`src/sv/aqz_ram.sv`:
```
`timescale 1ns / 1ps
// aqz_ram: generic single write port, single read port ram with registered read
// stand-alone, no package needed

module aqz_ram #(
    parameter int WIDTH = 24,
    parameter int DEPTH = 128
) (
    input  logic                                   clk,
    input  logic                                   wr_en,
    input  logic [((DEPTH > 1) ? $clog2(DEPTH) : 1)-1:0] wr_addr,
    input  logic [WIDTH-1:0]                       wr_data,
    input  logic                                   rd_en,
    input  logic [((DEPTH > 1) ? $clog2(DEPTH) : 1)-1:0] rd_addr,
    output logic [WIDTH-1:0]                       rd_data
);

    logic [WIDTH-1:0] mem [DEPTH];
    logic [WIDTH-1:0] rd_data_reg;

    always_ff @(posedge clk)
    begin
        if (wr_en)
        begin
            mem[wr_addr] <= wr_data;
        end
        if (rd_en)
        begin
            rd_data_reg <= mem[rd_addr];
        end
    end

    assign rd_data = rd_data_reg;

endmodule

```
`config.mk`:
```
export PLATFORM = sky130hd
export DESIGN_NAME = aqz_ram
export DESIGN_NICKNAME = d
export VERILOG_FILES = /design/src/sv/aqz_ram.sv
export SDC_FILE = /design/constraint.sdc
export NUM_CORES = 2
export LEC_CHECK = 0
export CORE_MARGIN = 2
export CORE_UTILIZATION = 50
export DETAILED_ROUTE_END_ITERATION = 12
export DONT_BUFFER_PORTS = 1
export GPL_ROUTABILITY_DRIVEN = 0
export GPL_TIMING_DRIVEN = 0
export RECOVER_POWER = 50
export SKIP_LAST_GASP = 1
export SYNTH_ARGS = -nofsm -noshare
export SYNTH_HDL_FRONTEND = slang
export SYNTH_SLANG_ARGS = --single-unit
```
`constraint.sdc`:
```
create_clock -name clk -period 5.92 [get_ports clk]
set_input_delay 0.888 -clock clk [delete_from_list [all_inputs] [get_ports clk]]
set_output_delay 0.888 -clock clk [all_outputs]
set_load 0.01 [all_outputs]
```
* Word level (Yosys, flattened, before mapping)
Memory sizes are Yosys's and may differ from the RTL's. A register that Yosys moved wholly into a read port is not among the register bits.
Index checks and enable logic that the tools add are counted.
** Word-level totals
- Register bits :: 0
- Bits in latches :: 0
- Bits in writable memories :: 3072
- Memory bits (read-only) :: 0
- Input bits :: 41
- Output and inout bits :: 24
- Logic and storage cells :: 3
- Memories kept :: 1
** Memories
- mem :: depth 128, bits a word 24, rd ports 1, clocked after memory_dff 1, write ports 1, RTL line 18 : logic [WIDTH-1:0] mem [DEPTH];
** Cells by class
- Add/sub/neg operators :: 0
- Multiply operators :: 0
- Div/mod/pow operators :: 0
- Magnitude comparators :: 0
- Eq/ne operators :: 0
- Shifts and indexed selects :: 0
- Muxes and demuxes :: 2
- Bitwise logic cells :: 0
- Reductions and logical operators :: 0
** Operator list (number)
- two-way mux 1 bit :: 2

* Longest topological paths before layout
- Word-level depth :: 2
- Mapped depth :: 8

* Worst setup path before layout
Ideal clock, no wire load.
- Path kind :: input port to flip-flop
- From :: in rd_addr[0] (netlist name)
- To :: reg rd_data_reg[0] (netlist: rd_data[0]) (read register of mem) (data pin)
- Setup time :: 0.260 ns
- Arrival time :: 3.405 ns
- Setup slack :: 2.256 ns
- Cell stages on the path :: 7
- Cell sequence :: clkbuf_1 buf_2 clkbuf_1 mux4_2 mux4_2 mux4_2 mux2_2
** RTL lines
- start, declared :: RTL line 14 : input logic [((DEPTH > 1) ? $clog2(DEPTH) : 1)-1:0] rd_addr,
- end, declared :: RTL line 19 : logic [WIDTH-1:0] rd_data_reg;

==> flow_metrics.env <==
export IMPL_worstRegToRegCells=4
export IMPL_die_x_um=489.0
export IMPL_grtUsageMet1_pct=37.45
export IMPL_end_kind="flip-flop"
export IMPL_via_per_inst=6.290
export IMPL_required_ps=6610
export IMPL_skew_ps=50.83
export IMPL_num_io_pins=65
export IMPL_seq_area_frac_synth_pct=79.04
export IMPL_numClockSinks=3096
export IMPL_power_density_nw_per_um2=340.4
export IMPL_crit_reg2reg_launch="mem[16][10]"
export IMPL_period_minus_slack_ps=5051
export IMPL_critPathLaunchType="input pin"
export IMPL_crit_fanout=10
export IMPL_maxSlewViolCount=25
export IMPL_max_clock_freq_mhz=198.0
export IMPL_syn_area_um2=117600
export IMPL_grt_antenna_before_repair=36
export IMPL_hold_buffers=18
export IMPL_cts_tree="yes"
export IMPL_synth_top_family_by_area="multiplexers"
export IMPL_fill_cells=16575
export IMPL_drc=0
export IMPL_synth_compound_area_share_pct=0
export IMPL_placedInstanceArea_um2=124300
export IMPL_synth_xor_area_share_pct=0
export IMPL_crit_arrival_ps=5740
export IMPL_final_seq_area_um2=92970
export IMPL_post_place_ws_ps=-374.9
export IMPL_synth_ff_type="edfxtp_1"
export IMPL_synth_warnings=0
export IMPL_hold_violations=0
export IMPL_cts_root_buf="clkbuf_16"
export IMPL_setup_slack_ps=869.1
export IMPL_fin_util_pct=57.38
export IMPL_clkTransAtPathRegs_ps=60
export IMPL_numCtsBuffers=330
export IMPL_synthArstFlopShare_pct=0
export IMPL_multi_input_area_um2=24470
export IMPL_maxCapViolations=1
export IMPL_initial_core_util_pct=50.15
export IMPL_ys_top_cells_by_area="edfxtp_1, mux4_2, clkbuf_1"
export IMPL_crit_chain="clkbuf_1 > clkbuf_1 > clkbuf_1 > mux4_2 > mux4_2 > mux4_2 > mux2_2"
export IMPL_vias=52884
export IMPL_r2r_slack_ps=3090
export IMPL_layout_drive_gt1_share_pct=33.59
export IMPL_cpMaxStageDelayCell="clkbuf_1"
export IMPL_hpwl_um=187700
export IMPL_cpPeakStageDelay_ps=1110
export IMPL_die_h_um=489.0
export IMPL_muxShareOfSynthArea_pct=19.53
export IMPL_cts_max_level=5
export IMPL_min_period_over_period_pct=85.32
export IMPL_slew_headroom_pct=-25.94
export IMPL_cts_resized=0
export IMPL_synth_edf_count=3096
export IMPL_routed_wl_um=298700
export IMPL_p_leak_nw=40.82
export IMPL_grt_max_degree=129
export IMPL_coreArea_um2=234500
export IMPL_post_cts_setup_buffers=0
export IMPL_track_usage_pct=25.28
export IMPL_max_vdd_ir_drop_mv=0.2794
export IMPL_path_class="input pin to flip-flop"
export IMPL_grt_pass1_vias=52559
export IMPL_p_total_mw=45.80
export IMPL_ant_nets=0
export IMPL_cts_buffer_depth=4
export IMPL_synth_top_cell_area_share_pct=79.04
export IMPL_syn_area_per_cell_um2=25.92
export IMPL_synth_most_common_cell="edfxtp_1"
export IMPL_grtUsageMet2_pct=38.43
export IMPL_r2r_end="rd_data[10]"
export IMPL_hold_class="input pin to flip-flop"
export IMPL_area_delta_synth_final_pct=14.40
export IMPL_grt_use_met3_pct=5.830
export IMPL_synth_nets=4579
export IMPL_grt_busiest_layer="met2"
export IMPL_synth_seq_cells=3096
export IMPL_syn_inst=4538
export IMPL_dr_pass1_iters=6
export IMPL_setup_violations_final=0
export IMPL_status="complete, but fails checks"
export IMPL_drtIter0Drc=6907
export IMPL_synth_fa_ha_area_share_pct=0
export IMPL_max_slew_worst_pin_slew_ps=1889
export IMPL_rsz0062_at_grt="false"
export IMPL_grt_overflow=0
export IMPL_nets=5026
export IMPL_wire_per_inst_um=35.52
export IMPL_holdPathStages=0
export IMPL_design_area_um2=134600
export IMPL_yosys_area_top_type="edfxtp_1"
export IMPL_yosys_top_cells_count="edfxtp_1, mux4_2, clkbuf_1, nor2_1, buf_2"
export IMPL_synthSimpleGateAreaFrac_pct=0.5925
export IMPL_rows=178
export IMPL_place_port_buffers=0
export IMPL_die_area_um2=239100
export IMPL_finalHoldWorstSlack_ps=38.04
export IMPL_violations="max-capacitance violations, max-slew violations"
export IMPL_hp_start="wr_data[20]"
export IMPL_grt_pass1_wl_um=416000
export IMPL_synth_cell_type_count=15
export IMPL_largest_register_ffs=3072
export IMPL_clock_latency_ps=960
export IMPL_hold_end="mem[106][20]"
cells by family (layout without fill, tap and decap cells):
logic type             count (synthesis)  in the layout
DFF                                 3096           3096
muxes                               1032           1032
buffers and inverters                240            924
other                                  0             36
and+or+nand+nor                      170            170
power by group:
part | leakage [nW] | total, mW | internal (mW) | switching, mW
registers | 27.9 | 24.3 | 24.2 | 0.0355
clock network | 4.92 | 19.5 | 11.3 | 8.17
logic | 8.05 | 2.03 | 0.854 | 1.18
total | 40.8 | 45.8 | 36.4 | 9.39
stage by stage:
step | setup TNS (ps) | instances
detailed placement | -3375 | 7784
CTS | 0 | 8371
global route | 0 | 8391
global placement | -28480 | 7688
floorplan | 0 | 4538
finish | 0 | 8408
worst max-delay path by stage:
| stage | depth (start not counted) | slack, ps | from | endpoint |
|---|---|---|---|---|
| CTS | 7 | 670 | rd_addr[2] | rd_data[18] |
| finish | 7 | 870 | rd_addr[2] | rd_data[6] |
| floorplan | 7 | 2260 | rd_addr[0] | rd_data[0] |
| detailed placement | 7 | -370 | rd_addr[2] | rd_data[18] |
| global route | 7 | 940 | rd_addr[2] | rd_data[5] |
| global placement | 7 | -650 | rd_addr[2] | rd_data[1] |
placed cells by master (no fill, tap or decap), types with 16 or more instances in the layout:
master	count
buf_1	27
buf_12	39
buf_16	23
buf_2	60
buf_6	19
buf_8	16
bufinv_16	22
clkbuf_1	194
clkbuf_16	338
clkbuf_2	20
clkinv_1	81
clkinv_2	53
diode_2	36
dlygate4sd3_1	17
edfxtp_1	3096
mux2_2	24
mux4_2	1008
nor2_4	97
cell type report:
type,instances,area share [%]
multi-input cells,1202,18.19
well taps,3150,2.929
plain buffers,240,0.7495
clock inverters,171,1.010
flip-flops and latches,3096,69.09
diodes,36,0.06695
clock buffers,398,6.453
repair buffers,115,1.512
critical path: cells and delay by family:
kind / cells / cell delay, ps
muxes: 4 / 2070
buffers and inverters: 3 / 2730
routing by layer:
metal / share of wire [%] / vias up
li1: - / 20927
met1: 42 / 29350
met2: 47 / 2200
met3: 8.9 / 403
met4: 2.6 / 4
met5: 0.0087 / -
Note: power is estimated with default switching activity, not from simulation.
