## src/sv/aqz_pkg.sv

```systemverilog
`timescale 1ns / 1ps
// aqz_pkg: shared types, constants and helpers of the absmax int8 quantiser
// used by every module of the block but aqz_ram; depends on nothing

package aqz_pkg;

    localparam int SAMPLE_WIDTH  = 24;
    localparam int DEPTH_DEFAULT = 64;
    localparam int CNT_W         = 7;                 // holds a tensor length up to 64
    localparam int CODE_W        = 8;
    localparam int SCALE_BITS    = 7;                 // 127 = 2^7 - 1
    localparam int CODE_MAX      = (1 << SCALE_BITS) - 1;
    localparam int RECIP_W       = SAMPLE_WIDTH + SCALE_BITS;
    localparam int JOB_SLOTS     = 2;                 // one per buffer bank

    typedef struct packed {
        logic signed [SAMPLE_WIDTH-1:0] sample;
        logic                           final_req;
    } item_t;

    typedef struct packed {
        logic signed [CODE_W-1:0]  quantized;
        logic [SAMPLE_WIDTH-1:0]   max_abs;
        logic                      overflowed;
        logic                      end_of_run;
    } result_t;

    // one loaded tensor waiting for the back end
    typedef struct packed {
        logic [CNT_W-1:0]          count;
        logic [SAMPLE_WIDTH-1:0]   max_abs;
        logic                      overflowed;
        logic                      bank;
    } job_t;

    typedef enum logic [1:0] {
        BK_IDLE,
        BK_RECIP,
        BK_STREAM
    } bk_state_t;

    // magnitude of a two's complement sample, most negative value included
    function automatic logic [SAMPLE_WIDTH-1:0] sample_mag(input logic [SAMPLE_WIDTH-1:0] raw);
        logic [SAMPLE_WIDTH-1:0] mag;
        mag = raw[SAMPLE_WIDTH-1] ? (~raw + SAMPLE_WIDTH'(1)) : raw;
        return mag;
    endfunction

endpackage

```

## src/sv/aqz_front.sv

```systemverilog
`timescale 1ns / 1ps
// aqz_front: load side, writes samples into the current bank and tracks maxabs
// depends on aqz_pkg

module aqz_front
    import aqz_pkg::*;
#(
    parameter int DEPTH = DEPTH_DEFAULT
) (
    input  logic                          clk,
    input  logic                          rst_n,
    input  logic                          accept,
    input  item_t                         item,
    output logic                          wr_en,
    output logic [$clog2(2*DEPTH)-1:0]    wr_addr,
    output logic [SAMPLE_WIDTH-1:0]       wr_data,
    output logic                          push,
    output job_t                          push_job
);

    localparam int AW = $clog2(2*DEPTH);

    logic [CNT_W-1:0]        cnt_reg, cnt_next;
    logic [SAMPLE_WIDTH-1:0] max_reg, max_next;
    logic                    drop_reg, drop_next;
    logic                    bank_reg, bank_next;

    logic [SAMPLE_WIDTH-1:0] mag;
    logic                    room;
    logic [CNT_W-1:0]        cnt_upd;
    logic [SAMPLE_WIDTH-1:0] max_upd;
    logic                    drop_upd;

    always_comb
    begin
        mag      = sample_mag(item.sample);
        room     = cnt_reg < CNT_W'(DEPTH);
        cnt_upd  = room ? (cnt_reg + CNT_W'(1)) : cnt_reg;
        max_upd  = (room && (mag > max_reg)) ? mag : max_reg;
        drop_upd = drop_reg | ~room;

        wr_en    = accept & room;
        wr_addr  = AW'(cnt_reg) + (bank_reg ? AW'(DEPTH) : AW'(0));
        wr_data  = item.sample;

        push     = accept & item.final_req;
        push_job = '{count: cnt_upd, max_abs: max_upd, overflowed: drop_upd, bank: bank_reg};

        cnt_next  = cnt_reg;
        max_next  = max_reg;
        drop_next = drop_reg;
        bank_next = bank_reg;
        if (accept)
        begin
            if (item.final_req)
            begin
                // tensor closed, start the next one in the other bank
                cnt_next  = '0;
                max_next  = '0;
                drop_next = 1'b0;
                bank_next = ~bank_reg;
            end
            else
            begin
                cnt_next  = cnt_upd;
                max_next  = max_upd;
                drop_next = drop_upd;
            end
        end
    end

    always_ff @(posedge clk or negedge rst_n)
    begin
        if (!rst_n)
        begin
            cnt_reg  <= '0;
            max_reg  <= '0;
            drop_reg <= 1'b0;
            bank_reg <= 1'b0;
        end
        else
        begin
            cnt_reg  <= cnt_next;
            max_reg  <= max_next;
            drop_reg <= drop_next;
            bank_reg <= bank_next;
        end
    end

endmodule

```

## config.mk

```make
export PLATFORM = sky130hd
export DESIGN_NAME = aqz_front
export DESIGN_NICKNAME = d
export VERILOG_FILES = /design/src/sv/aqz_pkg.sv /design/src/sv/aqz_front.sv
export SDC_FILE = /design/constraint.sdc
export NUM_CORES = 1
export LEC_CHECK = 0
export BUFFER_PORTS_ARGS = -buffer_cell sky130_fd_sc_hd__buf_2
export CAP_MARGIN = 20
export CORE_MARGIN = 1.5
export CORE_UTILIZATION = 55
export DETAILED_ROUTE_END_ITERATION = 10
export GPL_ROUTABILITY_DRIVEN = 0
export GPL_TIMING_DRIVEN = 0
export PLACE_DENSITY = 0.9
export SETUP_SLACK_MARGIN = 0.15
export SKIP_CTS_REPAIR_TIMING = 1
export SLEW_MARGIN = 20
export SYNTH_ARGS = -nofsm -noshare
export SYNTH_HDL_FRONTEND = slang
export SYNTH_SLANG_ARGS = --single-unit
export TNS_END_PERCENT = 10
```

## constraint.sdc

```tcl
create_clock -name clk -period 5.5 [get_ports clk]
set_input_delay 0.55 -clock clk [delete_from_list [all_inputs] [get_ports clk]]
set_output_delay 0.55 -clock clk [all_outputs]
set_load 0.02 [all_outputs]
```

==> Word-level counts from Yosys, hierarchy flattened <==
Index checks and enable logic that the tools add are counted.
{ "totals": {"reg_bits": 33, "in_bits": 28, "out_inout_bits": 66, "wordCells": 24} }
{ "classes": {"addsub": 3, "magnitude_cmp": 2, "mux": 7, "bitwise": 6, "reduce_logical": 2} }
{ "ops": {"columns": ["operator", "count"], "rows": [
  ["two-way mux 24 bit", 3],
  ["adder 24 x 1 -> 24 bit, second input constant", 1],
  ["greater-than comparator 24 bit", 1],
  ["NOT 24 bit", 1],
  ["two-way mux 7 bit", 3],
  ["adder 7 x 1 -> 7 bit, second input constant", 1],
  ["adder 7 bit", 1],
  ["< comparator 7 bit, second input constant", 1],
  ["AND 1 bit", 2],
  ["NOT 1 bit", 2],
  ["AND reduction 2 bit", 1],
  ["logical AND 1 bit", 1],
  ["two-way mux 1 bit", 1],
  ["OR 1 bit", 1]
]} }

==> Logic depth before layout (Yosys ltp) <==
Gate-level depths: netlist (run 1).
{ "depth": {"ltp_word": 7, "depth_mapped": 16, "ltp_nobuf": 13} }

==> Worst setup path after synthesis (run 1) <==
OpenSTA, ideal clock, no wires.
{ "synth_timing": {"path_kind": "input-to-output", "startpoint": "input item[19] (netlist name)", "endpoint": "output push_job[6] (netlist name)", "arrival_ns": 3.501, "required_ns": 4.950, "path_slack_ns": 1.449, "stages": 11, "path_cell_list": "or4_4 nor4_1 nor4b_1 ha_1 nand4_1 nor3_1 a31o_2 clkbuf_1 nand2b_1 clkbuf_1 o21ai_0"} }
{ "synth_lines": {"columns": ["element", "line", "rtl"], "rows": [
  ["start: declaration", "aqz_front.sv:13", "input item_t item,"],
  ["end: declaration", "aqz_front.sv:18", "output job_t push_job"]
]} }

==> metrics.yaml, run 1 <==
status: "finished, final reports clean"
pre_cts_slack_ps: 532.2
slew_headroom: 0.4713
p_per_area_nw_per_um2: 386.7
remaining_drc_errors: 0
fp.dieH_um: 80.67
drt-initial-drc-count: 354
setup-violations-final: 0
path_class: "in -> out"
cp_max_fo: 10
clkLatencyLatePin_ps: 290
syn-instance-count: 408
p_leak_nw: 1.920
crit_chain: "buf_2 -> nor4_4 -> nand4_4 -> o41ai_2 -> xnor2_1 -> ha_1 -> nand4_1 -> nor3_1 -> a31o_2 -> clkbuf_1 -> nand2b_1 -> clkbuf_1 -> o21ai_0 -> buf_2"
worstMarginPinSlew_ps: 790.2
critPathLaunchType: "primary input"
layout_common_cells: "buf_2, inv_1, dfrtp_1"
cp_data_required_time_ps: 4950
drt-vias-per-instance: 6.129
use_met3: 0.02727
worstPathArrival_ps: 4510
chipWidth_um: 80.67
synth_top_flop_cell: "dfrtp_1"
drive_above_1_share: 0.3012
max_freq_ghz: 0.1975
tns_ps: 0
async_reset_ff_frac: 1.000
cts_tree: "done"
wire_per_inst_um: 16.60
ys_seq_elements: 33
die_area_um2: 6508
busiest_layer: "met2"
hpwlAfterDp_um: 7191
fin_nets: 561
p_total_mw: 1.537
grt_pass1_vias: 3340
finalMaxSlewViolations: 0
io_pins: 94
multi_input_area_um2: 2003
fp-row-count: 28
avgSynthCellArea_um2: 8.133
fin_area_um2: 3974
core_area_um2: 5886
drtPass1Iterations: 5
dpl_cell_area_um2: 3872
clockBufferDepth: 2
nFillCells: 488
cp_num_buf_inv: 4
initial_core_util: 0.5638
fin_skew_ps: 6.086
clkSinkCount: 33
cts_buffers: 5
post-route-min-period_ps: 5064
gr-usage-met2: 0.5445
hold_class: "in -> async"
num_vias: 3573
area_delta_synth_final_pct: 19.76
syn_area_um2: 3318
ir_worst_vdd_uv: 172.8
clock-root-buffer: "clkbuf_8"
end_kind: "output pin"
ff_latch_area_um2: 825.8
hold_violations: 0
yosysUniqueCellTypes: 51
crit_path_top_delay_cell: "nor4_4"
met1_usage: 0.3794
synth_edf_count: 0
overflow: 0
port-buffer-count: 92
grt_pass1_wl_um: 15570
syn-num-nets: 462
antenna_found_initial: 0
fin_crit_sh: 0.9207
rsz0062_at_grt: "no"
grt_max_degree: 34
ant_nets: 0
drt-total-wl_um: 9678
drv_cap: 0
layout_commonest_cell: "buf_2"
h-tree-depth: 2
largest_reg_flops: 24
grt_util_all_layers: 0.3057
clkTransAtPathRegs_ps: 70
timing.final.ws_setup_ps: 436.3
cpPeakStageDelay_ps: 600
ys_seq_area_frac: 0.2489
n_antenna_cell: 0
yosysWarnings: 0
cpLargestDelayFamily: "simple AND/OR/NAND/NOR gates"
-- path summary, 6_finish.rpt --
kind,from,endpoint,slack [ps],cells past startpoint
max,item[5],push_job[10],440,14
min,rst_n,max_reg[8],340,1
max reg2reg,max_reg[6],max_reg[3],2530,9
min reg2reg,max_reg[21],max_reg[21],510,2
max in group asynchronous,rst_n,max_reg[9],4670,1
min in group clk,max_reg[21],max_reg[21],510,2
-- worst register-to-register path: stages (launching register included) --
cell	delay, ps
dfrtp_1	380
inv_1	110
ha_1	270
nand4_1	140
o21bai_1	100
o311ai_0	530
nand4_1	290
nand2b_1	290
clkbuf_1	480
o221ai_1	230
-- cells by family after synthesis --
kind of cell,after synthesis,share of synthesized area
AO/OA/AOI/OAI,115,0.2421
AND/OR/NAND/NOR,104,0.1727
buffers and inverters,97,0.1474
flip-flops,33,0.2489
XOR/XNOR,28,0.07390
adder cells (fa/ha/maj),26,0.09804
multiplexers,5,0.01697
-- through the flow --
stage                     cells  hold WS, ps    util
after floorplan             408        254.4       -
after global placement      575        474.2  0.6580
after detailed placement    575        495.1  0.6580
after CTS                   583        366.4  0.6752
after global routing        583        403.3  0.6752
final                       583        339.2  0.6752
-- area by class of cell --
type | count | area share
Buffer | 56 | 0.08438
Clock inverter | 1 | 0.001259
Inverter | 41 | 0.03873
Timing Repair Buffer | 92 | 0.1159
Sequential cell | 33 | 0.2078
Multi-Input combinational cell | 278 | 0.5041
Clock buffer | 7 | 0.02424
Tap cell | 75 | 0.02361
-- metal layers --
metal,routed length [um],vias up
met3,923,35
met2,4686,245
li1,-,1650
met5,0,-
met1,3780,1643
met4,287,0
-- cells in the mapped netlist, types with 3 or more instances --
cell type,n,area share
inv_1,40,0.045
dfrtp_1,33,0.25
buf_4,32,0.072
nand2_1,28,0.032
ha_1,26,0.098
a21oi_1,23,0.035
o21ai_0,22,0.033
nor3_1,21,0.032
clkbuf_1,18,0.020
xnor2_1,18,0.048
nor2_1,16,0.018
nand3_1,10,0.015
o211ai_1,10,0.023
o221ai_1,10,0.026
xor2_1,10,0.026
o31ai_1,9,0.020
a31oi_1,8,0.015
nand2b_1,6,0.011
mux2_2,5,0.017
nand4_1,5,0.0094
a22o_1,4,0.011
a31o_2,4,0.011
a32oi_1,4,0.011
buf_2,4,0.0060
a221o_1,3,0.0091
a41oi_1,3,0.0079
nand4b_1,3,0.0079
nor4_1,3,0.0057
-- power breakdown --
part / internal (mW) / leakage [nW] / switching (mW) / total (mW)
clock: 0.113 / 0.0542 / 0.0944 / 0.208
combinational: 0.336 / 1.43 / 0.627 / 0.963
sequential: 0.312 / 0.437 / 0.0539 / 0.366
total: 0.761 / 1.92 / 0.776 / 1.54
No activity file was read; power rests on OpenSTA's default activity.
==> run 2, diff against run 1 <==
--- a/config.mk
+++ b/config.mk
@@ -12,7 +12,7 @@
 export DETAILED_ROUTE_END_ITERATION = 10
 export GPL_ROUTABILITY_DRIVEN = 0
 export GPL_TIMING_DRIVEN = 0
-export PLACE_DENSITY = 0.9
+export PLACE_DENSITY = 0.92
 export SETUP_SLACK_MARGIN = 0.15
 export SKIP_CTS_REPAIR_TIMING = 1
 export SLEW_MARGIN = 20
==> run 2 against run 1 <==
  * Power about the same
  * Routed wire length down 1.2%
  * Design area unchanged
  * Sequential share of layout area unchanged
  * Global-route usage down 0.46 points
  * Critical endpoint is now push_job[14]
  * Largest power group unchanged
==> metrics.yaml, run 2 (synthesis gave the netlist of run 1 again) <==
clkTransAtPathRegs_ps: 70
rsz0062_at_grt: "no"
slew_headroom: 0.4387
drtPass1Iterations: 5
clkSinkCount: 33
n_antenna_cell: 0
overflow: 0
die_area_um2: 6508
p_total_mw: 1.538
post-route-min-period_ps: 5118
ant_nets: 0
worstPathArrival_ps: 4570
cpPeakStageDelay_ps: 600
antenna_found_initial: 0
port-buffer-count: 92
clockBufferDepth: 2
critPathLaunchType: "primary input"
hold_violations: 0
num_vias: 3561
finalMaxSlewViolations: 0
largest_reg_flops: 24
fin_crit_sh: 0.9305
initial_core_util: 0.5638
fin_nets: 561
final_util: 0.6752
ir_worst_vdd_uv: 170.2
grt_pass1_vias: 3268
layout_commonest_cell: "buf_2"
clkLatencyLatePin_ps: 300
core_area_um2: 5886
hpwlAfterDp_um: 7225
cts_buffers: 5
cp_max_fo: 10
cp_num_buf_inv: 4
crit_chain: "buf_2 -> nor4_4 -> nand4_4 -> o41ai_2 -> xnor2_1 -> ha_1 -> nand4_1 -> nor3_1 -> a31o_2 -> clkbuf_1 -> nand2b_1 -> clkbuf_1 -> o21ai_0 -> buf_2"
fp.dieH_um: 80.67
cts_tree: "done"
clock-root-buffer: "clkbuf_8"
layout_common_cells: "buf_2, inv_1, dfrtp_1"
worstMarginPinSlew_ps: 838.8
h-tree-depth: 2
remaining_drc_errors: 0
area_delta_synth_final_pct: 19.76
grt_util_all_layers: 0.3011
setup-violations-final: 0
cpLargestDelayFamily: "simple AND/OR/NAND/NOR gates"
grt_max_degree: 34
grt_pass1_wl_um: 15090
drt-vias-per-instance: 6.108
path_class: "in -> out"
crit_path_top_delay_cell: "nor4_4"
chipWidth_um: 80.67
p_per_area_nw_per_um2: 386.9
p_leak_nw: 1.920
cp_data_required_time_ps: 4950
tns_ps: 0
fin_skew_ps: 5.559
instances_no_fill: 583
end_kind: "output pin"
max_freq_ghz: 0.1954
wire_per_inst_um: 16.41
status: "finished, final reports clean"
drt-total-wl_um: 9565
placedCellCount: 575
fp-row-count: 28
drive_above_1_share: 0.3012
drv_cap: 0
hold_class: "in -> async"
io_pins: 94
drt-initial-drc-count: 301
[run 2: power breakdown]
| group | leakage [nW] | total (mW) | switching [mW] | internal, mW |
|---|---|---|---|---|
| Sequential | 0.437 | 0.366 | 0.0540 | 0.312 |
| Clock | 0.0542 | 0.211 | 0.0980 | 0.113 |
| Combinational | 1.43 | 0.960 | 0.623 | 0.337 |
| Total | 1.92 | 1.54 | 0.775 | 0.762 |
[run 2: per-stage QoR]
step	setup slack, ps	area [um2]	hold WS, ps
after floorplan	1449	3318	254.4
after global placement	603.0	3872	472.6
after detailed placement	524.3	3872	488.0
after CTS	557.4	3974	345.3
after global routing	164.1	3974	382.3
final	382.1	3974	324.8
[run 2: area by class of cell]
class	instances	area [um2]
Clock inverter	1	5.005
Inverter	41	153.9
Multi-Input combinational cell	278	2003
Clock buffer	7	96.34
Sequential cell	33	825.8
Fill cell	498	1912
Buffer	56	335.3
Timing Repair Buffer	92	460.4
Tap cell	75	93.84
[run 2: worst paths after layout]
| kind | from | to | slack [ps] | depth (start not counted) |
|---|---|---|---|---|
| worst max-delay path | item[5] | push_job[14] | 380 | 14 |
| worst min-delay path | rst_n | cnt_reg[5] | 320 | 1 |
| worst max register to register | max_reg[6] | max_reg[1] | 2480 | 9 |
| worst min register to register | max_reg[20] | max_reg[20] | 500 | 2 |
| max in group asynchronous | rst_n | max_reg[19] | 4680 | 1 |
| min in group clk | max_reg[20] | max_reg[20] | 500 | 2 |
[run 2: routing by layer]
| metal | GRT usage | part of all wire | vias up |
|---|---|---|---|
| met5 | 0 | 0 | - |
| met4 | 0.1483 | 0.031 | 0 |
| li1 | - | - | 1643 |
| met3 | 0.04205 | 0.091 | 34 |
| met1 | 0.3671 | 0.40 | 1652 |
| met2 | 0.5160 | 0.48 | 232 |
