### config.mk
export PLATFORM = sky130hd
export DESIGN_NAME = aqz_job_fifo
export DESIGN_NICKNAME = d
export VERILOG_FILES = /design/src/sv/aqz_pkg.sv /design/src/sv/aqz_job_fifo.sv
export SDC_FILE = /design/constraint.sdc
export NUM_CORES = 1
export LEC_CHECK = 0
export BUFFER_PORTS_ARGS = -buffer_cell sky130_fd_sc_hd__buf_2
export CELL_PAD_IN_SITES_DETAIL_PLACEMENT = 2
export CELL_PAD_IN_SITES_GLOBAL_PLACEMENT = 2
export CORE_MARGIN = 2
export CORE_UTILIZATION = 38
export DETAILED_ROUTE_END_ITERATION = 10
export PLACE_DENSITY = 0.82
export SLEW_MARGIN = 5
export SYNTH_ARGS = -nofsm -noshare
export SYNTH_HDL_FRONTEND = slang
export SYNTH_SLANG_ARGS = --single-unit
### constraint.sdc
create_clock -name clk -period 2.95 [get_ports clk]
set_input_delay 0.295 -clock clk [delete_from_list [all_inputs] [get_ports clk]]
set_output_delay 0.295 -clock clk [all_outputs]
set_load 0.02 [all_outputs]
### src/sv/aqz_pkg.sv
`timescale 1ns / 1ps
// aqz_pkg: shared types, constants and helpers of the absmax int8 quantiser
// used by every module of the block but aqz_ram; depends on nothing

package aqz_pkg;

    localparam int SAMPLE_WIDTH  = 24;
    localparam int DEPTH_DEFAULT = 64;
    localparam int CNT_W         = 7;                 // holds a tensor length up to 64
    localparam int CODE_W        = 8;
    localparam int SCALE_BITS    = 7;                 // 127 = 2^7 - 1
    localparam int CODE_MAX      = (1 << SCALE_BITS) - 1;
    localparam int RECIP_W       = SAMPLE_WIDTH + SCALE_BITS;
    localparam int JOB_SLOTS     = 2;                 // one per buffer bank

    typedef struct packed {
        logic signed [SAMPLE_WIDTH-1:0] sample;
        logic                           final_req;
    } item_t;

    typedef struct packed {
        logic signed [CODE_W-1:0]  quantized;
        logic [SAMPLE_WIDTH-1:0]   max_abs;
        logic                      overflowed;
        logic                      end_of_run;
    } result_t;

    // one loaded tensor waiting for the back end
    typedef struct packed {
        logic [CNT_W-1:0]          count;
        logic [SAMPLE_WIDTH-1:0]   max_abs;
        logic                      overflowed;
        logic                      bank;
    } job_t;

    typedef enum logic [1:0] {
        BK_IDLE,
        BK_RECIP,
        BK_STREAM
    } bk_state_t;

    // magnitude of a two's complement sample, most negative value included
    function automatic logic [SAMPLE_WIDTH-1:0] sample_mag(input logic [SAMPLE_WIDTH-1:0] raw);
        logic [SAMPLE_WIDTH-1:0] mag;
        mag = raw[SAMPLE_WIDTH-1] ? (~raw + SAMPLE_WIDTH'(1)) : raw;
        return mag;
    endfunction

endpackage

### src/sv/aqz_job_fifo.sv
`timescale 1ns / 1ps
// aqz_job_fifo: two-entry queue of loaded tensors between front and back
// depends on aqz_pkg

module aqz_job_fifo
    import aqz_pkg::*;
(
    input  logic clk,
    input  logic rst_n,
    input  logic push,
    input  job_t push_job,
    input  logic pop,
    output logic full,
    output logic not_empty,
    output job_t head
);

    localparam int PTR_W = (JOB_SLOTS > 1) ? $clog2(JOB_SLOTS) : 1;
    localparam int OCC_W = $clog2(JOB_SLOTS + 1);

    job_t             slot_reg [JOB_SLOTS];
    logic [PTR_W-1:0] wr_ptr_reg, wr_ptr_next;
    logic [PTR_W-1:0] rd_ptr_reg, rd_ptr_next;
    logic [OCC_W-1:0] occ_reg, occ_next;

    always_comb
    begin
        full        = occ_reg == OCC_W'(JOB_SLOTS);
        not_empty   = occ_reg != '0;
        head        = slot_reg[rd_ptr_reg];

        wr_ptr_next = wr_ptr_reg;
        rd_ptr_next = rd_ptr_reg;
        occ_next    = occ_reg;
        if (push)
        begin
            wr_ptr_next = (wr_ptr_reg == PTR_W'(JOB_SLOTS - 1)) ? '0 : wr_ptr_reg + PTR_W'(1);
        end
        if (pop)
        begin
            rd_ptr_next = (rd_ptr_reg == PTR_W'(JOB_SLOTS - 1)) ? '0 : rd_ptr_reg + PTR_W'(1);
        end
        if (push && !pop)
        begin
            occ_next = occ_reg + OCC_W'(1);
        end
        else if (pop && !push)
        begin
            occ_next = occ_reg - OCC_W'(1);
        end
    end

    always_ff @(posedge clk)
    begin
        if (push)
        begin
            slot_reg[wr_ptr_reg] <= push_job;
        end
    end

    always_ff @(posedge clk or negedge rst_n)
    begin
        if (!rst_n)
        begin
            wr_ptr_reg <= '0;
            rd_ptr_reg <= '0;
            occ_reg    <= '0;
        end
        else
        begin
            wr_ptr_reg <= wr_ptr_next;
            rd_ptr_reg <= rd_ptr_next;
            occ_reg    <= occ_next;
        end
    end

endmodule

== Word-level counts from Yosys, hierarchy flattened ==
Memory sizes are Yosys's and may differ from the RTL's.
Cells that the tools add are included.

* Register bits after elaboration: 4
* Latch bits: 0
* RAM bits: 66
* Memory bits (read-only): 0
* Input port bits: 37
* Output and inout bits: 35
* Logic and storage cells: 21
* Memories kept: 1

* $add $sub $neg: 4
* $mul: 0
* Div/mod/pow operators: 0
* Magnitude comparators: 0
* Equality and inequality tests: 1
* Shift-type cells: 0
* Muxes and demuxes: 6
* Bitwise operators: 0
* Reduce and logical (&&, ||, !) cells: 6

{| class="wikitable"
|+ Memory list
! name !! words !! bits a word !! read ports !! clocked after memory_dff !! wr ports !! line !! RTL
|-
| slot_reg || 2 || 33 || 1 || 0 || 1 || aqz_job_fifo.sv:21 || <nowiki>job_t slot_reg [JOB_SLOTS];</nowiki>
|}

{| class="wikitable"
|+ Operators by type and width
! kind !! number
|-
| $mux 1 || 4
|-
| $mux 2 || 2
|-
| $reduce_bool 2->1 || 2
|-
| $add 1x1->1 const B || 2
|-
| $add 2x1->2 const B || 1
|-
| $eq 2x2->1 const B || 1
|-
| $logic_and 1x1->1 || 2
|-
| $logic_not 1->1 || 2
|-
| $sub 2x1->2 const B || 1
|}

== Depth between registers and ports, before layout ==
Gate-level depths: netlist of run 1.

* Word-level depth: 4
* Depth in mapped cells: 5
* Mapped depth without buffers: 5

== Least setup slack after synthesis of run 1 ==
OpenSTA, ideal clock, no wires.

* Path kind: register -> register
* Start: reg wr_ptr_reg
* End: mem slot_reg[0][0] (netlist bit) (enable)
* Library setup time: 0.427 ns
* Arrival: 1.886 ns
* Required time: 2.523 ns
* Path slack: 0.637 ns
* Cell stages (with the launch flop): 2
* Buffers on the path: 0
* Period minus slack after synthesis: 2.313 ns
* Path through: dfrtp_1 > nor2b_1

{| class="wikitable"
|+ RTL lines
! element !! line !! RTL
|-
| start, declared || aqz_job_fifo.sv:22 || <nowiki>logic [PTR_W-1:0] wr_ptr_reg, wr_ptr_next;</nowiki>
|-
| start signal, assigned || aqz_job_fifo.sv:71 || <nowiki>wr_ptr_reg <= wr_ptr_next;</nowiki>
|-
| end, declared || aqz_job_fifo.sv:21 ||
|}

Straight into the memory's write port.

==> key figures, run 1 <==
Clock network
  – H-tree depth: 3
  – Clock Latency Late Sink: 0.34 ns
  – Clk slew on worst S/H paths: 0.07 ns
  – CTS tree: built
  – Post-CTS Repair Setup Buffers: 0
  – Sink Count: 70
  – Maximum root-to-sink buffer count: 2
  – Root Buffer Master: clkbuf_8
  – CTS buffer count: 9

Critical path
  – Max incr delay on CP: 0.70 ns
  – Critical Path Source Type: register
  – Critical Path AT: 1.79 ns
  – CP top delay family: flip-flops
  – Critical Path RT: 2.65 ns
  – CP max stage cell: dfrtp_2
  – Critical path class: register to output port
  – Critical path fanouts, max: 18
  – Worst setup EP type: output port
  – Flop2flop setup slack: 1.33 ns
  – CP Buf/Inv Count: 2
  – CP cell instances: buf_12 -> mux2_4 -> buf_2

Synth
  – Post-synth EDFFs: 66
  – Post-Syn Area: 2723 um^2
  – Synthesized Nets: 157
  – Ys async rst share: 0.05714
  – Synth warnings: 0
  – Synth cell types: 14
  – Synth area leaders: edfxtp_1 73%, mux2_4 16%, dfrtp_1 3.7%
  – Register area share after synthesis: 0.7647
  – Register bit total from synthesis: 70
  – Mapped Cells: 119
  – Area share of the largest cell type after synthesis: 0.7279
  – Top FF cell, synth: edfxtp_1
  – Post-synth top area cell: edfxtp_1
  – Count leader, synth: edfxtp_1
  – Syn_area_per_cell: 22.88 um^2
  – Top cells by count, synth: 66 x edfxtp_1, 29 x mux2_4, 4 x dfrtp_1, 4 x mux2_2, 4 x xor2_1

Timing
  – RSZ-0062 raised after global routing: false
  – Setup violators final: 0
  – Pins Over Slew Limit: 0
  – Tcrit/Tclk final: 0.7061
  – Relative slew margins: 0.3405
  – Slew @ Worst Pin: 0.9871 ns
  – Final hold viol count: 0
  – Setup_tns: 0 ns
  – Worst Skew: 0.005856 ns
  – Max Clk Rate: 480.1 MHz
  – Fin crit period: 2.083 ns

Floorplanning
  – Die Ht: 88.65 um
  – Die footprint: 7858 um^2
  – FP Rows: 30
  – Initial core utilization: 0.3964
  – CORE AREA: 6869 um^2
  – Ports: 72
  – Die X: 88.65 um

Layout
  – Layout cells sized above 1: 0.5931
  – Layout Cell Area excl Fill: 3348 um^2
  – # fillers: 653
  – Final core occ: 0.4874
  – Layout Nets: 237
  – Area added between synthesis and finish: 22.98%
  – ANT cells: 0
  – Max reg flops: 66

Detailed routing
  – Routed vias: 1353
  – Pre-Repair DR Iteration Count: 3
  – Routed Antenna Nets: 0
  – DRC: 0
  – Average via count per standard cell: 4.510
  – 1st-iter DRT viols: 34
  – Post-DR wirelength/cell: 17.17 um
  – Final wirelength: 5.150 mm

Placed design
  – IO Port Bufs: 71
  – Hpwl dp: 3.615 mm
  – Area post-placement: 3157 um^2
  – Global placement routability congestion: 0.6734

GRT
  – Vias in the first global route: 1504
  – Tot GR Track Use: 0.1407
  – Antenna violations before repair: 1
  – Largest net degree at the start of global routing: 34
  – Remaining Overflow, GRT: 0
  – First-pass GRT wire length: 7.693 mm

Status
  – Status: completed

Worst hold path
  – Worst hold path class: primary input to register

Power and ir drop
  – Worst vdd ir: 0.4345 mV
  – Pwr dens: 980.6 nW/um^2
  – Static Leak: 0.001351 uW

Flow run
  – Max-cap violations: 0
## kinds of logic (layout without fill, tap and decap cells)
family	after synthesis	in the layout	synth area share
xor+xnor	5	5	0.01608
flops	70	70	0.7647
mux	33	33	0.1765
simple gates	5	5	0.01057
buf+inv	5	90	0.02757
fa+ha+maj	1	1	0.004595
## cells in the final DEF (no fill, tap or decap), drive strengths merged, types with 2 or more instances in the layout
master and instances:
nor2b 2, buf 72, xor2 4, clkinv 3, dfrtp 4, mux2 33
edfxtp 66, clkbuf 11
## final timing paths
kind,from,end,depth (start not counted)
worst max-delay path,rd_ptr_reg$_DFFE_PN0P_,head[5],3
worst min-delay path,push_job[5],slot_reg[1][5]$_DFFE_PP_,1
worst max register to register,wr_ptr_reg$_DFFE_PN0P_,slot_reg[0][25]$_DFFE_PP_,1
worst min register to register,occ_reg[1]$_DFFE_PN0P_,occ_reg[1]$_DFFE_PN0P_,1
max in group asynchronous,rst_n,rd_ptr_reg$_DFFE_PN0P_,2
min in group asynchronous,rst_n,wr_ptr_reg$_DFFE_PN0P_,2
## where the power goes
| group | internal, uW | switching, uW |
|---|---|---|
| Clock | 384 | 332 |
| Combinational | 519 | 588 |
| Sequential | 1330 | 131 |
| Total | 2230 | 1050 |
## metrics by stage
stage	total power [uW]	setup slack, ns	hold slack, ns	cells
after global routing	3455	0.7531	0.1199	300
after CTS	3344	0.7999	0.1239	300
final	3283	0.8670	0.1409	300
after floorplan	2342	0.6373	-0.0005911	119
after detailed placement	2620	1.176	0.1172	283
after global placement	2580	1.202	0.1135	283
## final cells by class
cell class / instances / area, um^2 / share of cell area
clock inverters: 5 / 50.05 / 0.01495
multi-input cells: 44 / 574.3 / 0.1715
flip-flops and latches: 70 / 2083 / 0.6222
repair buffers: 73 / 385.4 / 0.1151
clock buffers: 11 / 131.4 / 0.03924
inverters: 1 / 3.754 / 0.001121
well taps: 96 / 120.1 / 0.03587
## what timing repair did
action / 4_1_cts / 5_1_grt
gates resized for setup: 0 / 0
setup endpoints to repair: 0 / 0
endpoints found under the hold margin: 4 / 0
hold buffers: 1 / 0
## routing by layer
| metal | track usage | part of all wire |
|---|---|---|
| met1 | 0.1585 | 0.40 |
| met2 | 0.2327 | 0.50 |
| met3 | 0.06063 | 0.082 |
| met4 | 0.06198 | 0.0089 |
| met5 | 0 | 0.0031 |
(Power assumes the default switching activity.)
==> run 2: changes to the inputs <==
Clock period 2.95 ns to 2 ns, I/O delays scaled along.
==> key figures, run 2 (synthesized netlist as in run 1, its figures left out) <==
Layout
  – Most frequent cells in the layout: 71 x buf_2, 66 x edfxtp_1, 29 x mux2_4
  – Commonest non-fill, non-tap cell in the layout: buf_2
  – ANT cells: 0
  – Area added between synthesis and finish: 25.37%
  – Finished Layout Cells: 303
  – # fillers: 643
  – Layout Nets: 240
  – Max reg flops: 66
  – Layout cells sized above 1: 0.6039
  – Layout Cell Area excl Fill: 3413 um^2

Detailed routing
  – DRC: 0
  – Post-DR wirelength/cell: 17.44 um
  – Routed Antenna Nets: 0
  – 1st-iter DRT viols: 71
  – Average via count per standard cell: 4.462
  – Final wirelength: 5.283 mm
  – Pre-Repair DR Iteration Count: 3
  – Routed vias: 1352

GRT
  – First-pass GRT wire length: 8.183 mm
  – Antenna violations before repair: 0
  – Vias in the first global route: 1580
  – Largest net degree at the start of global routing: 30
  – Tot GR Track Use: 0.1485
  – Remaining Overflow, GRT: 0

Power and ir drop
  – Clock power frac: 0.240
  – P_int: 3441 uW
  – Combinational Power Share: 0.350
  – Static Leak: 0.001384 uW
  – Worst vdd ir: 0.6751 mV
  – Reg power frac: 0.410
  – Net Sw Frac: 0.3168
  – Pwr dens: 1476 nW/um^2
  – Switching power: 1596 uW

Placed design
  – DP Cell Count: 286
  – Hpwl dp: 3.674 mm
  – Place WS: 0.6089 ns
  – Area post-placement: 3191 um^2
  – IO Port Bufs: 71
  – Global placement routability congestion: 0.6591

Floorplanning
  – Die X: 88.65 um
  – Ports: 72
  – Initial core utilization: 0.3964
  – Die Ht: 88.65 um
  – FP Rows: 30
  – Die footprint: 7858 um^2
  – CORE AREA: 6869 um^2

Timing
  – Fin crit period: 1.738 ns
  – Pins Over Slew Limit: 0
  – RSZ-0062 raised after global routing: false
  – Worst Skew: 0.01098 ns
  – Final hold viol count: 0
  – Setup violators final: 0
  – Post-route setup slack: 0.2619 ns
  – Setup_tns: 0 ns
  – Max Clk Rate: 575.3 MHz
  – Relative slew margins: 0.7872
  – Slew @ Worst Pin: 0.3193 ns
  – Hold slack: 0.04389 ns
  – Tcrit/Tclk final: 0.8691

Critical path
  – Critical path class: register to output port
  – Flop2flop setup slack: 0.68 ns
  – Critical path fanouts, max: 17
  – Critical Path RT: 1.80 ns
  – Critical Path Source Type: register
  – Critical Path AT: 1.54 ns
  – Worst setup EP type: output port
  – CP cell instances: buf_4 -> mux2_2 -> buf_2
  – CP max stage cell: mux2_2
  – CP top delay family: buffers and inverters
  – Max incr delay on CP: 0.37 ns
  – CP Buf/Inv Count: 2

Clock network
  – CTS Hold Bufs: 1
  – Maximum root-to-sink buffer count: 2
  – Post-CTS Repair Setup Buffers: 0
  – CTS tree: built
  – Root Buffer Master: clkbuf_8
  – CTS buffer count: 9
  – Sink Count: 70
  – Post_cts resized: 0
  – H-tree depth: 3
  – Clock Latency Late Sink: 0.34 ns
  – Clk slew on worst S/H paths: 0.07 ns

Status
  – Status: completed

Flow run
  – Max-cap violations: 0

Worst hold path
  – Worst hold path class: primary input to register
==> run 2: area by class of cell <==
class	instances	area [um^2]	share of cell area
Sequential cell	70	2083	0.6103
Multi-Input combinational cell	44	573.1	0.1679
Timing Repair Buffer	76	420.4	0.1232
Clock buffer	9	123.9	0.03629
Tap cell	96	120.1	0.03519
Clock inverter	7	88.84	0.02603
Inverter	1	3.754	0.001100
==> run 2: power groups by stage <==
stage / Combinational, uW / Sequential [uW] / Clock, uW
floorplan: 1400 / 2060 / 0
global placement: 1760 / 2070 / 0
detailed placement: 1800 / 2100 / 0
CTS: 1810 / 2070 / 1250
global route: 1900 / 2100 / 1300
finish: 1760 / 2060 / 1210
==> run 2: layer usage <==
metal  up-vias  share of wire  track usage  wire, um
met5         -              0            0         0
met4         0          0.018      0.06612        97
met3         8          0.072      0.05504       380
met2        62           0.50       0.2456      2626
met1       657           0.41       0.1730      2179
li1        625              -            -         -
==> run 2: worst paths after layout <==
path	from	to	depth (start not counted)
max in group asynchronous	rst_n	rd_ptr_reg$_DFFE_PN0P_	2
min in group asynchronous	rst_n	occ_reg[1]$_DFFE_PN0P_	2
hold / removal	push_job[4]	slot_reg[0][4]$_DFFE_PP_	1
setup / recovery	rd_ptr_reg$_DFFE_PN0P_	head[17]	3
setup reg to reg	wr_ptr_reg$_DFFE_PN0P_	slot_reg[1][8]$_DFFE_PP_	2
hold reg to reg	occ_reg[1]$_DFFE_PN0P_	occ_reg[1]$_DFFE_PN0P_	1
==> run 2: metrics by stage <==
step | utilization | power (uW)
4_1_cts | 0.4969 | 5128
3_5_place_dp | 0.4645 | 3896
5_1_grt | 0.4969 | 5298
3_3_place_gp | 0.4645 | 3825
2_1_floorplan | - | 3454
6_report | 0.4969 | 5037
==> run 2: worst register-to-register path, cell delays in order (launching register included) <==
cell and delay [ns]:
dfrtp_1 0.42, and2_1 0.33, buf_12 0.25
